### src/hdl/motion_rep_counter_unit_macros.svh
// Assertion helpers for the rep counter block; clk and rst_n come from the
// module that uses them.
`ifndef MOTION_REP_COUNTER_UNIT_MACROS_SVH
`define MOTION_REP_COUNTER_UNIT_MACROS_SVH

// Same-cycle implication
`define MRC_ASSERT_IMPLY(name, ante, cons) \
    name: assert property (@(posedge clk) disable iff (!rst_n) (ante) |-> (cons)) \
        else $error("motion_rep_counter_unit: same-cycle check failed");

// Next-cycle implication
`define MRC_ASSERT_NEXT(name, ante, cons) \
    name: assert property (@(posedge clk) disable iff (!rst_n) (ante) |=> (cons)) \
        else $error("motion_rep_counter_unit: next-cycle check failed");

`endif

### src/hdl/mrc_pkg.sv
`default_nettype none

package mrc_pkg;

    localparam int COUNT_WIDTH_DEF     = 16;
    localparam int ANGLE_FRAC_BITS_DEF = 8;
    localparam int CORDIC_STEPS_DEF    = 16;

    // atan table: degrees scaled by 2^TABLE_FRAC
    localparam int TABLE_SIZE = 24;
    localparam int TABLE_FRAC = 24;
    localparam int TAB_IDX_W  = 5;

    // Configuration register indexes
    localparam logic [2:0] CFG_SQUAT_DOWN  = 3'd0;
    localparam logic [2:0] CFG_SQUAT_UP    = 3'd1;
    localparam logic [2:0] CFG_CURL_START  = 3'd2;
    localparam logic [2:0] CFG_CURL_END    = 3'd3;
    localparam logic [2:0] CFG_RAISE_START = 3'd4;
    localparam logic [2:0] CFG_RAISE_END   = 3'd5;

    localparam logic [15:0] SQUAT_DOWN_RST  = 16'd3550;
    localparam logic [15:0] SQUAT_UP_RST    = 16'd4803;
    localparam logic [7:0]  CURL_START_RST  = 8'd150;
    localparam logic [7:0]  CURL_END_RST    = 8'd60;
    localparam logic [7:0]  RAISE_START_RST = 8'd150;
    localparam logic [7:0]  RAISE_END_RST   = 8'd100;

    // Exercise codes
    localparam logic [1:0] EX_SQUAT = 2'd0;
    localparam logic [1:0] EX_CURL  = 2'd1;
    localparam logic [1:0] EX_RAISE = 2'd2;
    localparam logic [1:0] EX_NONE  = 2'd3;

    // Phase codes
    localparam logic [1:0] ARM_REST  = 2'd0;
    localparam logic [1:0] ARM_LIFT  = 2'd1;
    localparam logic [1:0] ARM_LOWER = 2'd2;
    localparam logic [1:0] SQ_REST   = 2'd0;
    localparam logic [1:0] SQ_DOWN   = 2'd1;
    localparam logic [1:0] SQ_UP     = 2'd2;

    // Operands of the shared squarer
    localparam logic [2:0] TERM_X    = 3'd0;
    localparam logic [2:0] TERM_Y    = 3'd1;
    localparam logic [2:0] TERM_Z    = 3'd2;
    localparam logic [2:0] TERM_DOWN = 3'd3;
    localparam logic [2:0] TERM_UP   = 3'd4;

    localparam logic [7:0] TILT_LEVEL = 8'd90;
    localparam logic [7:0] TILT_MAX   = 8'd180;

    typedef enum logic [2:0] {
        ST_IDLE,
        ST_MUL,
        ST_DRAIN,
        ST_SQRT,
        ST_CORDIC,
        ST_ANGLE,
        ST_FINISH
    } state_t;

    function automatic logic [31:0] atan_deg_q24(input logic [TAB_IDX_W-1:0] idx);
        logic [31:0] v;
        case (idx)
            5'd0:    v = 32'd754974720;
            5'd1:    v = 32'd445687602;
            5'd2:    v = 32'd235489088;
            5'd3:    v = 32'd119537938;
            5'd4:    v = 32'd60000934;
            5'd5:    v = 32'd30029717;
            5'd6:    v = 32'd15018523;
            5'd7:    v = 32'd7509720;
            5'd8:    v = 32'd3754917;
            5'd9:    v = 32'd1877466;
            5'd10:   v = 32'd938734;
            5'd11:   v = 32'd469367;
            5'd12:   v = 32'd234684;
            5'd13:   v = 32'd117342;
            5'd14:   v = 32'd58671;
            5'd15:   v = 32'd29335;
            5'd16:   v = 32'd14668;
            5'd17:   v = 32'd7334;
            5'd18:   v = 32'd3667;
            5'd19:   v = 32'd1833;
            5'd20:   v = 32'd917;
            5'd21:   v = 32'd458;
            5'd22:   v = 32'd229;
            5'd23:   v = 32'd115;
            default: v = 32'd0;
        endcase
        return v;
    endfunction

endpackage

`default_nettype wire

### src/hdl/motion_rep_counter_unit.sv
// Each path to result valid ends in FINISH; a clear command or zero x on a non-squat sample
// skips to it; a squat passes MUL, DRAIN; others MUL, DRAIN, SQRT, CORDIC, ANGLE first.
// Arm work is set by the bit-serial square root (16 + ANGLE_FRAC_BITS pair steps) and the
// shared CORDIC stage (CORDIC_STEPS iterations); squat work by the shared squarer.
// One item at a time: the next item can be accepted in the cycle after the result is loaded.
// Reset (rst_n low, asynchronous): count and phases cleared, levels to defaults, no result.
`default_nettype none

`include "motion_rep_counter_unit_macros.svh"

module motion_rep_counter_unit #(
    parameter int COUNT_WIDTH     = mrc_pkg::COUNT_WIDTH_DEF,
    parameter int ANGLE_FRAC_BITS = mrc_pkg::ANGLE_FRAC_BITS_DEF,
    parameter int CORDIC_STEPS    = mrc_pkg::CORDIC_STEPS_DEF
) (
    input  wire logic        clk,
    input  wire logic        rst_n,
    // configuration write port
    input  wire logic        cfg_we,
    input  wire logic [2:0]  cfg_index,
    input  wire logic [15:0] cfg_data,
    // input stream
    input  wire logic        s_tvalid,
    output logic             s_tready,
    input  wire logic [47:0] s_tdata,   // accel_x[15:0], accel_y[31:16], accel_z[47:32]
    input  wire logic [2:0]  s_tuser,   // action[0], exercise[2:1]
    // result stream
    output logic             m_tvalid,
    input  wire logic        m_tready,
    output logic [31:0]      m_tdata    // rep_total[15:0], arm_phase[17:16],
                                        // squat_phase[19:18], tilt_degrees[27:20], zero
);

    localparam int F           = ANGLE_FRAC_BITS;
    localparam int SQRT_PAIRS  = 16 + F;
    localparam int RT          = 16 + F;           // root width
    localparam int RW          = RT + 3;           // remainder width
    localparam int NW          = 32 + 2 * F;       // radicand width
    localparam int CW          = 19 + F;           // CORDIC x/y width
    localparam int AW          = 10 + F;           // angle accumulator width
    localparam int CNT_MAX     = (SQRT_PAIRS > CORDIC_STEPS) ? SQRT_PAIRS : CORDIC_STEPS;
    localparam int CNT_W       = $clog2(CNT_MAX);
    localparam int CNT_EXT_W   = (COUNT_WIDTH > 16) ? COUNT_WIDTH : 16;
    localparam int RND_SHIFT   = mrc_pkg::TABLE_FRAC - F;

    mrc_pkg::state_t state_reg, state_next;

    logic [CNT_W-1:0]       cnt_reg;
    logic                   action_reg;
    logic [1:0]             exercise_reg;
    logic signed [15:0]     ax_reg, ay_reg, az_reg;

    logic [31:0]            prod_reg;
    logic [2:0]             prod_idx_reg;
    logic                   prod_vld_reg;
    logic [31:0]            sum_reg, down2_reg, up2_reg;

    logic [NW-1:0]          rad_reg;
    logic [RW-1:0]          rem_reg;
    logic [RT-1:0]          root_reg;

    logic signed [CW-1:0]   cx_reg, cy_reg;
    logic signed [AW-1:0]   acc_reg;
    logic [7:0]             tilt_reg;

    logic [1:0]             arm_phase_reg, squat_phase_reg;
    logic [COUNT_WIDTH-1:0] count_reg;

    logic [15:0]            squat_down_reg, squat_up_reg;
    logic [7:0]             curl_start_reg, curl_end_reg, raise_start_reg, raise_end_reg;

    logic                   m_valid_reg;
    logic [31:0]            m_data_reg;

    // control decoded from state and the stream handshakes
    logic accept, out_free, finish_go;

    // input fields
    logic               in_action;
    logic [1:0]         in_exercise;
    logic [15:0]        in_x;

    assign in_action   = s_tuser[0];
    assign in_exercise = s_tuser[2:1];
    assign in_x        = s_tdata[15:0];

    // ------------------------------------------------------------------
    // next state
    // ------------------------------------------------------------------
    logic [2:0] mul_last;
    assign mul_last = (exercise_reg == mrc_pkg::EX_SQUAT) ? mrc_pkg::TERM_UP : mrc_pkg::TERM_Z;

    always_comb
    begin
        state_next = state_reg;
        case (state_reg)
            mrc_pkg::ST_IDLE:
            begin
                if (s_tvalid)
                begin
                    if (in_action || (in_exercise != mrc_pkg::EX_SQUAT && in_x == 16'd0))
                        state_next = mrc_pkg::ST_FINISH;
                    else
                        state_next = mrc_pkg::ST_MUL;
                end
            end
            mrc_pkg::ST_MUL:
            begin
                if (cnt_reg[2:0] == mul_last)
                    state_next = mrc_pkg::ST_DRAIN;
            end
            mrc_pkg::ST_DRAIN:
            begin
                if (exercise_reg == mrc_pkg::EX_SQUAT)
                    state_next = mrc_pkg::ST_FINISH;
                else
                    state_next = mrc_pkg::ST_SQRT;
            end
            mrc_pkg::ST_SQRT:
            begin
                if (cnt_reg == CNT_W'(SQRT_PAIRS - 1))
                    state_next = mrc_pkg::ST_CORDIC;
            end
            mrc_pkg::ST_CORDIC:
            begin
                if (cnt_reg == CNT_W'(CORDIC_STEPS - 1))
                    state_next = mrc_pkg::ST_ANGLE;
            end
            mrc_pkg::ST_ANGLE:
            begin
                state_next = mrc_pkg::ST_FINISH;
            end
            mrc_pkg::ST_FINISH:
            begin
                if (out_free)
                    state_next = mrc_pkg::ST_IDLE;
            end
            default:
            begin
                state_next = mrc_pkg::ST_IDLE;
            end
        endcase
    end

    // ------------------------------------------------------------------
    // outputs of the sequencer
    // ------------------------------------------------------------------
    always_comb
    begin
        s_tready  = 1'b0;
        finish_go = 1'b0;
        case (state_reg)
            mrc_pkg::ST_IDLE:   s_tready  = 1'b1;
            mrc_pkg::ST_FINISH: finish_go = out_free;
            default:
            begin
                s_tready  = 1'b0;
                finish_go = 1'b0;
            end
        endcase
    end

    assign accept   = s_tvalid && s_tready;
    assign out_free = !m_valid_reg || m_tready;

    always_ff @(posedge clk or negedge rst_n)
    begin
        if (!rst_n)
            state_reg <= mrc_pkg::ST_IDLE;
        else
            state_reg <= state_next;
    end

    // ------------------------------------------------------------------
    // shared squarer
    // ------------------------------------------------------------------
    logic signed [16:0] mul_op;
    logic signed [33:0] prod_full;

    always_comb
    begin
        case (cnt_reg[2:0])
            mrc_pkg::TERM_X:    mul_op = 17'(ax_reg);
            mrc_pkg::TERM_Y:    mul_op = 17'(ay_reg);
            mrc_pkg::TERM_Z:    mul_op = 17'(az_reg);
            mrc_pkg::TERM_DOWN: mul_op = $signed({1'b0, squat_down_reg});
            mrc_pkg::TERM_UP:   mul_op = $signed({1'b0, squat_up_reg});
            default:            mul_op = 17'sd0;
        endcase
    end

    assign prod_full = mul_op * mul_op;

    // ------------------------------------------------------------------
    // square root step: one pair of radicand bits a cycle
    // ------------------------------------------------------------------
    logic [RW-1:0] rem_cat, trial;
    logic          sq_ge;
    logic [RW-1:0] rem_step;
    logic [RT-1:0] root_step;

    assign rem_cat   = {rem_reg[RW-3:0], rad_reg[NW-1 -: 2]};
    assign trial     = {1'b0, root_reg, 2'b01};
    assign sq_ge     = (rem_cat >= trial);
    assign rem_step  = sq_ge ? (rem_cat - trial) : rem_cat;
    assign root_step = {root_reg[RT-2:0], sq_ge};

    // ------------------------------------------------------------------
    // CORDIC step
    // ------------------------------------------------------------------
    logic [31:0]          atan_raw, atan_rnd;
    logic signed [AW-1:0] atan_step;
    logic signed [CW-1:0] dx, dy;
    logic                 cy_pos;

    assign atan_raw  = mrc_pkg::atan_deg_q24(cnt_reg[mrc_pkg::TAB_IDX_W-1:0]);
    assign atan_rnd  = (atan_raw + (32'd1 << (RND_SHIFT - 1))) >> RND_SHIFT;
    assign atan_step = $signed(atan_rnd[AW-1:0]);
    assign dx        = cy_reg >>> cnt_reg;
    assign dy        = cx_reg >>> cnt_reg;
    assign cy_pos    = (cy_reg > $signed(CW'(0)));

    // ------------------------------------------------------------------
    // angle to tilt: truncate toward zero, offset, clamp
    // ------------------------------------------------------------------
    logic                 acc_neg;
    logic [AW-1:0]        acc_mag;
    logic [AW-F-1:0]      deg_mag;
    logic signed [AW-F+1:0] deg_off;
    logic [7:0]           tilt_calc;

    assign acc_neg = acc_reg[AW-1];
    assign acc_mag = acc_neg ? AW'(-acc_reg) : AW'(acc_reg);
    assign deg_mag = acc_mag[AW-1:F];

    always_comb
    begin
        if (acc_neg)
            deg_off = -$signed({2'b00, deg_mag});
        else
            deg_off = $signed({2'b00, deg_mag});
        deg_off = deg_off + $signed((AW-F+2)'(mrc_pkg::TILT_LEVEL));
        if (deg_off < 0)
            tilt_calc = 8'd0;
        else if (deg_off > $signed((AW-F+2)'(mrc_pkg::TILT_MAX)))
            tilt_calc = mrc_pkg::TILT_MAX;
        else
            tilt_calc = deg_off[7:0];
    end

    // ------------------------------------------------------------------
    // phase machines and counter, resolved at finish
    // ------------------------------------------------------------------
    logic [1:0]             arm_phase_next, squat_phase_next;
    logic [COUNT_WIDTH-1:0] count_next;
    logic                   rep_inc;
    logic [7:0]             th_start, th_end;
    logic [CNT_EXT_W-1:0]   count_ext;
    logic [15:0]            rep_total;

    assign th_start = (exercise_reg == mrc_pkg::EX_CURL) ? curl_start_reg : raise_start_reg;
    assign th_end   = (exercise_reg == mrc_pkg::EX_CURL) ? curl_end_reg : raise_end_reg;

    always_comb
    begin
        arm_phase_next   = arm_phase_reg;
        squat_phase_next = squat_phase_reg;
        rep_inc          = 1'b0;
        count_next       = count_reg;
        if (action_reg)
        begin
            arm_phase_next   = mrc_pkg::ARM_REST;
            squat_phase_next = mrc_pkg::SQ_REST;
            count_next       = '0;
        end
        else if (exercise_reg == mrc_pkg::EX_SQUAT)
        begin
            case (squat_phase_reg)
                mrc_pkg::SQ_REST:
                begin
                    if (sum_reg < down2_reg)
                        squat_phase_next = mrc_pkg::SQ_DOWN;
                end
                mrc_pkg::SQ_DOWN:
                begin
                    if (sum_reg > up2_reg)
                        squat_phase_next = mrc_pkg::SQ_UP;
                end
                default:
                begin
                    if (sum_reg < down2_reg)
                    begin
                        rep_inc          = 1'b1;
                        squat_phase_next = mrc_pkg::SQ_DOWN;
                    end
                end
            endcase
        end
        else if (exercise_reg != mrc_pkg::EX_NONE)
        begin
            case (arm_phase_reg)
                mrc_pkg::ARM_REST:
                begin
                    if (tilt_reg < th_start)
                        arm_phase_next = mrc_pkg::ARM_LIFT;
                end
                mrc_pkg::ARM_LIFT:
                begin
                    if (tilt_reg < th_end)
                        arm_phase_next = mrc_pkg::ARM_LOWER;
                    else if (tilt_reg > th_start)
                        arm_phase_next = mrc_pkg::ARM_REST;
                end
                default:
                begin
                    if (tilt_reg > th_start)
                    begin
                        rep_inc        = 1'b1;
                        arm_phase_next = mrc_pkg::ARM_REST;
                    end
                end
            endcase
        end
        // hold at full scale
        if (rep_inc && (count_reg != {COUNT_WIDTH{1'b1}}))
            count_next = count_reg + COUNT_WIDTH'(1);
    end

    assign count_ext = CNT_EXT_W'(count_next);
    assign rep_total = (count_ext > CNT_EXT_W'(16'hFFFF)) ? 16'hFFFF : count_ext[15:0];

    // ------------------------------------------------------------------
    // datapath registers
    // ------------------------------------------------------------------
    always_ff @(posedge clk)
    begin
        prod_vld_reg <= (state_reg == mrc_pkg::ST_MUL);
        prod_idx_reg <= cnt_reg[2:0];
        prod_reg     <= prod_full[31:0];

        if (accept)
        begin
            action_reg   <= in_action;
            exercise_reg <= in_exercise;
            ax_reg       <= $signed(s_tdata[15:0]);
            ay_reg       <= $signed(s_tdata[31:16]);
            az_reg       <= $signed(s_tdata[47:32]);
            sum_reg      <= '0;
            if (in_action || in_exercise == mrc_pkg::EX_SQUAT)
                tilt_reg <= 8'd0;
            else
                tilt_reg <= mrc_pkg::TILT_LEVEL;
        end
        else if (prod_vld_reg)
        begin
            case (prod_idx_reg)
                mrc_pkg::TERM_DOWN: down2_reg <= prod_reg;
                mrc_pkg::TERM_UP:   up2_reg   <= prod_reg;
                default:            sum_reg   <= sum_reg + prod_reg;
            endcase
        end

        case (state_reg)
            mrc_pkg::ST_IDLE:
            begin
                if (in_exercise == mrc_pkg::EX_SQUAT)
                    cnt_reg <= CNT_W'(mrc_pkg::TERM_X);
                else
                    cnt_reg <= CNT_W'(mrc_pkg::TERM_Y);
            end
            mrc_pkg::ST_MUL:
            begin
                cnt_reg <= cnt_reg + CNT_W'(1);
            end
            mrc_pkg::ST_DRAIN:
            begin
                // fold in the last square on its way into the radicand
                cnt_reg  <= '0;
                rad_reg  <= {32'(sum_reg + prod_reg), {(2 * F){1'b0}}};
                rem_reg  <= '0;
                root_reg <= '0;
                cy_reg   <= $signed({{(CW - F - 16){ax_reg[15] ^ 1'b1}}, 16'(-ax_reg),
                                     {F{1'b0}}});
                acc_reg  <= '0;
            end
            mrc_pkg::ST_SQRT:
            begin
                rad_reg  <= rad_reg << 2;
                rem_reg  <= rem_step;
                root_reg <= root_step;
                if (cnt_reg == CNT_W'(SQRT_PAIRS - 1))
                begin
                    cnt_reg <= '0;
                    cx_reg  <= $signed({{(CW - RT){1'b0}}, root_step});
                end
                else
                begin
                    cnt_reg <= cnt_reg + CNT_W'(1);
                end
            end
            mrc_pkg::ST_CORDIC:
            begin
                cnt_reg <= cnt_reg + CNT_W'(1);
                if (cy_pos)
                begin
                    cx_reg  <= cx_reg + dx;
                    cy_reg  <= cy_reg - dy;
                    acc_reg <= acc_reg + atan_step;
                end
                else
                begin
                    cx_reg  <= cx_reg - dx;
                    cy_reg  <= cy_reg + dy;
                    acc_reg <= acc_reg - atan_step;
                end
            end
            mrc_pkg::ST_ANGLE:
            begin
                tilt_reg <= tilt_calc;
            end
            default:
            begin
                cnt_reg <= cnt_reg;
            end
        endcase

        if (finish_go)
            m_data_reg <= {4'b0000, tilt_reg, squat_phase_next, arm_phase_next, rep_total};
    end

    // ------------------------------------------------------------------
    // control state: machines, counter, levels, output valid
    // ------------------------------------------------------------------
    always_ff @(posedge clk or negedge rst_n)
    begin
        if (!rst_n)
        begin
            arm_phase_reg   <= mrc_pkg::ARM_REST;
            squat_phase_reg <= mrc_pkg::SQ_REST;
            count_reg       <= '0;
            m_valid_reg     <= 1'b0;
        end
        else
        begin
            if (finish_go)
            begin
                arm_phase_reg   <= arm_phase_next;
                squat_phase_reg <= squat_phase_next;
                count_reg       <= count_next;
                m_valid_reg     <= 1'b1;
            end
            else if (m_tready)
            begin
                m_valid_reg <= 1'b0;
            end
        end
    end

    always_ff @(posedge clk or negedge rst_n)
    begin
        if (!rst_n)
        begin
            squat_down_reg  <= mrc_pkg::SQUAT_DOWN_RST;
            squat_up_reg    <= mrc_pkg::SQUAT_UP_RST;
            curl_start_reg  <= mrc_pkg::CURL_START_RST;
            curl_end_reg    <= mrc_pkg::CURL_END_RST;
            raise_start_reg <= mrc_pkg::RAISE_START_RST;
            raise_end_reg   <= mrc_pkg::RAISE_END_RST;
        end
        else if (cfg_we)
        begin
            case (cfg_index)
                mrc_pkg::CFG_SQUAT_DOWN:  squat_down_reg  <= cfg_data;
                mrc_pkg::CFG_SQUAT_UP:    squat_up_reg    <= cfg_data;
                mrc_pkg::CFG_CURL_START:  curl_start_reg  <= cfg_data[7:0];
                mrc_pkg::CFG_CURL_END:    curl_end_reg    <= cfg_data[7:0];
                mrc_pkg::CFG_RAISE_START: raise_start_reg <= cfg_data[7:0];
                mrc_pkg::CFG_RAISE_END:   raise_end_reg   <= cfg_data[7:0];
                default:                  squat_down_reg  <= squat_down_reg;
            endcase
        end
    end

    assign m_tvalid = m_valid_reg;
    assign m_tdata  = m_data_reg;

    // ------------------------------------------------------------------
    // assertions
    // ------------------------------------------------------------------
    `MRC_ASSERT_NEXT(a_busy_after_accept, s_tvalid && s_tready, !s_tready)
    `MRC_ASSERT_IMPLY(a_phase_codes, m_tvalid, m_tdata[17:16] != 2'b11 && m_tdata[19:18] != 2'b11)
    `MRC_ASSERT_IMPLY(a_tilt_range, m_tvalid, m_tdata[27:20] <= mrc_pkg::TILT_MAX)
    `MRC_ASSERT_IMPLY(a_cordic_x_nonneg, state_reg == mrc_pkg::ST_CORDIC, !cx_reg[CW-1])

endmodule

`default_nettype wire

### config.mk
export PLATFORM = sky130hd
export DESIGN_NAME = motion_rep_counter_unit
export DESIGN_NICKNAME = d
export VERILOG_FILES = /design/src/hdl/mrc_pkg.sv /design/src/hdl/motion_rep_counter_unit.sv
export VERILOG_INCLUDE_DIRS = /design/src /design/src/hdl
export SDC_FILE = /design/constraint.sdc
export NUM_CORES = 2
export LEC_CHECK = 0
export ABC_AREA = 1
export BUFFER_PORTS_ARGS = -buffer_cell sky130_fd_sc_hd__buf_2
export CORE_MARGIN = 2
export CORE_UTILIZATION = 24
export DETAILED_ROUTE_END_ITERATION = 8
export PLACE_DENSITY = 0.43
export SYNTH_ARGS = -nofsm -noshare
export SYNTH_HDL_FRONTEND = slang
export SYNTH_SLANG_ARGS = --single-unit
### constraint.sdc
create_clock -name clk -period 18.8 [get_ports clk]
set_clock_uncertainty 0.15 [all_clocks]
set_input_delay 0.94 -clock clk [delete_from_list [all_inputs] [get_ports clk]]
set_output_delay 0.94 -clock clk [all_outputs]
set_load 0.03 [all_outputs]
; ---- After elaboration in Yosys (flattened, before gate mapping)
; Memories as Yosys holds them, arrays and structs flattened. A register that Yosys moved wholly into a read port is not among the register bits.
; Cells that the tools add are included.
[classes]
n_addsub = 15
multipliers = 1
order_cmp = 10
eq_ne = 30
shifts = 2
muxes = 59
n_bitwise = 3
n_reduce_logical = 37
[op_table]
columns = op, count
row1 = case mux 27 bit (2 select lines), 2
row2 = case mux 48 bit (2 select lines), 1
row3 = case mux 17 bit (5 select lines), 1
row4 = 2-to-1 mux 27 bit, 3
row5 = adder 27 bit, 2
row6 = >>> shifter 27 x 5 -> 27 bit, 2
row7 = subtractor 27 bit, 2
row8 = case mux 25 bit (2 select lines), 1
row9 = 2-to-1 mux 8 bit, 6
row10 = case mux 24 bit (2 select lines), 1
row11 = 2-to-1 mux 18 bit, 2
row12 = case mux 18 bit (2 select lines), 1
row13 = "adder 32 x 16 -> 32 bit, second input constant", 1
row14 = adder 32 bit, 1
row15 = greater-than comparator 32 bit, 1
row16 = less-than comparator 32 bit, 1
row17 = multiplier 17 x 17 -> 32 bit, 1
row18 = 2-to-1 mux 16 bit, 2
row19 = greater-or-equal comparator 27 x 26 -> 1 bit, 1
row20 = "greater-than comparator 27 x 1 -> 1 bit, second input constant", 1
row21 = 2-to-1 mux 25 bit, 1
row22 = subtractor 25 bit, 1
row23 = 2-to-1 mux 3 bit, 8
row24 = 2-to-1 mux 2 bit, 11
row25 = other kinds (42), 103
[totals]
register_bits = 481
romBits = 960
input_bits = 75
out_inout_bits = 34
wordCells = 190
memories = 1
[mem_list]
columns = name, words, word_bits, rd, rd_ports_with_merged_regs, wr, line_no
row1 = (name not given), 32, 30, 1, 1, 0, mrc_pkg.sv:65  ; case (idx)

; ---- Logic depth before layout (Yosys ltp)
[depth]
ltp_word = 11
ltp_mapped = 40
depth_no_buf = 34

; ---- Least setup slack after synthesis
; OpenSTA, ideal clock, no wires.
[synth_path]
kind = register to register
startpoint = register cnt_reg[1]
endpoint = register prod_reg[30]
setup_ns = 0.118
arrival_ns = 7.249
required_time_ns = 18.532
path_slack_ns = 11.283
path_stages_with_launch = 31
n_path_buf = 5
synth_period_minus_slack_ns = 7.517
path_cell_list = edfxtp_1 -> inv_2 -> buf_2 -> buf_2 -> ha_1 -> clkbuf_1 -> clkbuf_1 -> a32o_1 -> a221oi_1 -> and2_0 -> buf_2 -> nor2_1 -> fa_1 -> inv_1 -> fa_1 -> inv_1 -> fa_1 -> fa_1 -> fa_1 -> inv_1 -> fa_1 -> inv_1 -> ha_1 -> nand2_1 -> nor4_1 -> nand3_1 -> nand3_1 -> a21oi_1 -> nor2_1 -> nor2_1 -> xnor2_1
[synth_between]
elab_chain_cells = 3
elab_cells_between_ends = 7
cone_classes = mul: 1 / eq/ne: 4 / mux: 1 / reduce/logical: 1
[synth_lines]
columns = item, line_no
row1 = start: declaration, motion_rep_counter_unit.sv:48  ; logic [CNT_W-1:0] cnt_reg;
row2 = start signal: assignment, motion_rep_counter_unit.sv:367  ; cnt_reg <= CNT_W'(mrc_pkg::TERM_X);
row3 = start signal: assignment, motion_rep_counter_unit.sv:369  ; cnt_reg <= CNT_W'(mrc_pkg::TERM_Y);
row4 = start signal: assignment, motion_rep_counter_unit.sv:373  ; cnt_reg <= cnt_reg + CNT_W'(1);
row5 = "equality test 3 bit, or another cell as far along", motion_rep_counter_unit.sv:182  ; case (cnt_reg[2:0])
row6 = case mux 17 bit (5 select lines) *, motion_rep_counter_unit.sv:182
row7 = multiplier 17 x 17 -> 32 bit *, motion_rep_counter_unit.sv:192  ; assign prod_full = mul_op * mul_op;
row8 = named net prod_full[30], motion_rep_counter_unit.sv:178  ; logic signed [33:0] prod_full;
row9 = end signal: assignment, motion_rep_counter_unit.sv:339  ; prod_reg <= prod_full[31:0];
row10 = end: declaration, motion_rep_counter_unit.sv:53  ; logic [31:0] prod_reg;
; The timed path passes the listed nets; every way through them passes the cells marked *.
; A chain may end at the register's enable or synchronous reset.

; ---- Final worst setup path
[layout_path]
startpoint = register cnt_reg[0]
endpoint = register prod_reg[26]
; Same word-level chain as after synthesis.

==> metrics.txt <==
CTS Buf Count=58; CP max stage delay=0.63 ns; Max Slew Vio Count=0; Final #Nets=5731; cell area after synthesis=41000 um^2; postcts setup bufs=0; min-delay worst type=primary input to asynchronous set/reset pin; crit end category=flop; status=completed; largest net degree at the start of global routing=80; Slew headroom=32.1%; First-pass DRT Iterations=6; clock tree from TritonCTS=yes; Max-Cap Viols=0; fmax=0.104 GHz; Slowest-stage cell, CP=ha_1; CTS-repair resized insts=0; most frequent cells in the layout=nand2_1 (1076), inv_1 (817), nor2_1 (385); CP Class=flop to flop; period utilization=51.1%; Via density=4.48; initial antenna violation count=7; clock root cell=clkbuf_16; Critical Path RT=19.26 ns; post-layout min period=9.60 ns; Cell variety after synth=74; commonest non-fill, non-tap cell in the layout=nand2_1; vias in the first global route=32900; die width=417 um; IO Port Bufs=104; Post-DP HPWL=96.2 mm; first-pass GRT wire length=191 mm; GP Congestion=0.858; die area=174000 um^2; Seq/Total Area, Yosys=31.9%; share of cells above drive strength 1=7.07%; syn_area_per_cell=8.12 um^2; GRT Total Usage=13.9%; Final setup viols=0; core area=169000 um^2; TNS Setup=0 ns; # rows=151; startpoint types=flop; FFs w/ async S/R, synth=18.4%; post-synthesis cell count=5048; Post-route DRC=0; final hold violation count=0; gr ovfl total=0; CTS H-Tree Depth=2; RSZ-0062 raised after global routing=false; IO Count=109; Worst Path Arrival=10.07 ns; Area Growth Syn to Fin=12.2%; Post-synth EDFFs=307; Skew-Pair Late Insertion Delay=0.71 ns; clock sink count=477; clk slew on worst S/H paths=0.07 ns; initial core utilization=24.2%; Die Y=417 um; CP Max Fanout=79; post-synthesis register bit count=477; ANT nets after route=0; most used cell, CP=fa_1; Max Root-Sink Buffers=3; actual slew at the worst max-slew pin=1.02 ns; final hold slack=0.0551 ns; hold buffer count at cts=0; Synth Flop Type=edfxtp_1; WL final=121 mm; yosys warns=0; Via Count=33000; fill count=18400; initial detailed-routing violation count=2157; wire per inst=16.5 um
==> critical path, delay by kind of cell (launching register included) <==
family          cells  cell delay, ns
flops               1            0.32
fa+ha+maj           8            3.92
buf+inv             7            1.87
xor+xnor            1            0.14
compound gates      6            1.75
simple gates        6            1.28
==> per-layer routing <==
| metal | routed length, um | track usage [%] |
|---|---|---|
| met1 | 56900 | 19.0 |
| met2 | 58000 | 23.5 |
| met3 | 3880 | 1.66 |
| met4 | 2320 | 2.57 |
| met5 | 0 | 0 |
==> final timing paths <==
kind | from | end | slack, ns | depth (start not counted)
max | cnt_reg[0]$_DFFE_PN_ | prod_reg[26]$_DFF_P_ | 9.20 | 28
min | rst_n | squat_up_reg[11]$_DFFE_PN0P_ | 0.06 | 1
max reg2reg | cnt_reg[0]$_DFFE_PN_ | prod_reg[26]$_DFF_P_ | 9.20 | 28
min reg2reg | prod_reg[14]$_DFF_P_ | up2_reg[14]$_DFFE_PP_ | 0.31 | 0
max in group asynchronous | rst_n | state_reg[2]$_DFFE_PN0P_ | 17.25 | 2
min in group clk | s_tdata[18] | ay_reg[2]$_DFFE_PP_ | 0.26 | 1
==> per-stage QoR <==
step | setup WS (ns) | instance area, um^2 | utilization [%] | instances
after floorplan | 11.28 | 41000 | - | 5051
after global placement | 9.37 | 43900 | 25.9 | 7253
after detailed placement | 9.26 | 43900 | 25.9 | 7253
after CTS | 9.19 | 46000 | 27.2 | 7363
after global routing | 8.41 | 46000 | 27.2 | 7365
final | 9.20 | 46000 | 27.2 | 7366
==> cell families (layout without fill, tap and decap cells) <==
kind of cell	after synthesis	count (layout)	synth area share (%)
DFF	477	477	31.9
buffers and inverters	994	1088	9.43
other	1	7	0.00914
and+or+nand+nor	1875	1875	19.1
xor gates and xnor gates	191	191	4.12
AOI/OAI and AO/OA	927	927	13.0
adders and majority gates	561	561	21.8
muxes	22	22	0.540
==> synth_stat cells, types with 14 or more instances <==
cell      number  area share (%)
nand2_1     1076             9.8
inv_1        819             7.5
nor2_1       389             3.6
o21ai_0      309             3.8
edfxtp_1     307              22
ha_1         303             9.2
a21oi_1      294             3.6
fa_1         258              13
nand3_1      208             2.5
xor2_1       118             2.5
o21ai_1       94             1.1
clkbuf_1      85            0.78
dfxtp_1       82             4.0
xnor2_1       71             1.5
dfrtp_1       58             3.5
nor3_1        49            0.60
nand4_1       45            0.69
buf_2         39            0.48
dfstp_2       30             1.9
o211ai_1      30            0.55
o21bai_1      27            0.49
a31oi_1       24            0.37
nor4_1        24            0.37
mux2i_1       21            0.51
a221oi_1      20            0.43
o21a_1        20            0.37
o31ai_1       16            0.29
a32o_1        15            0.37
and2_1        15            0.23
inv_2         14            0.13
o21ai_2       14            0.30
==> final cells by class <==
| type | count | area [um^2] | area share, % |
|---|---|---|---|
| inverters | 841 | 3160 | 6.87 |
| repair buffers | 137 | 771 | 1.67 |
| flip-flops and latches | 477 | 13100 | 28.5 |
| clock inverters | 35 | 493 | 1.07 |
| multi-input cells | 3580 | 24100 | 52.4 |
| diodes | 3 | 7.51 | 0.0163 |
| well taps | 2218 | 2780 | 6.03 |
| clock buffers | 75 | 1610 | 3.50 |
Power is not shown: default switching activity piles up to over one toggle a cycle in this logic, so the estimate is an artifact.
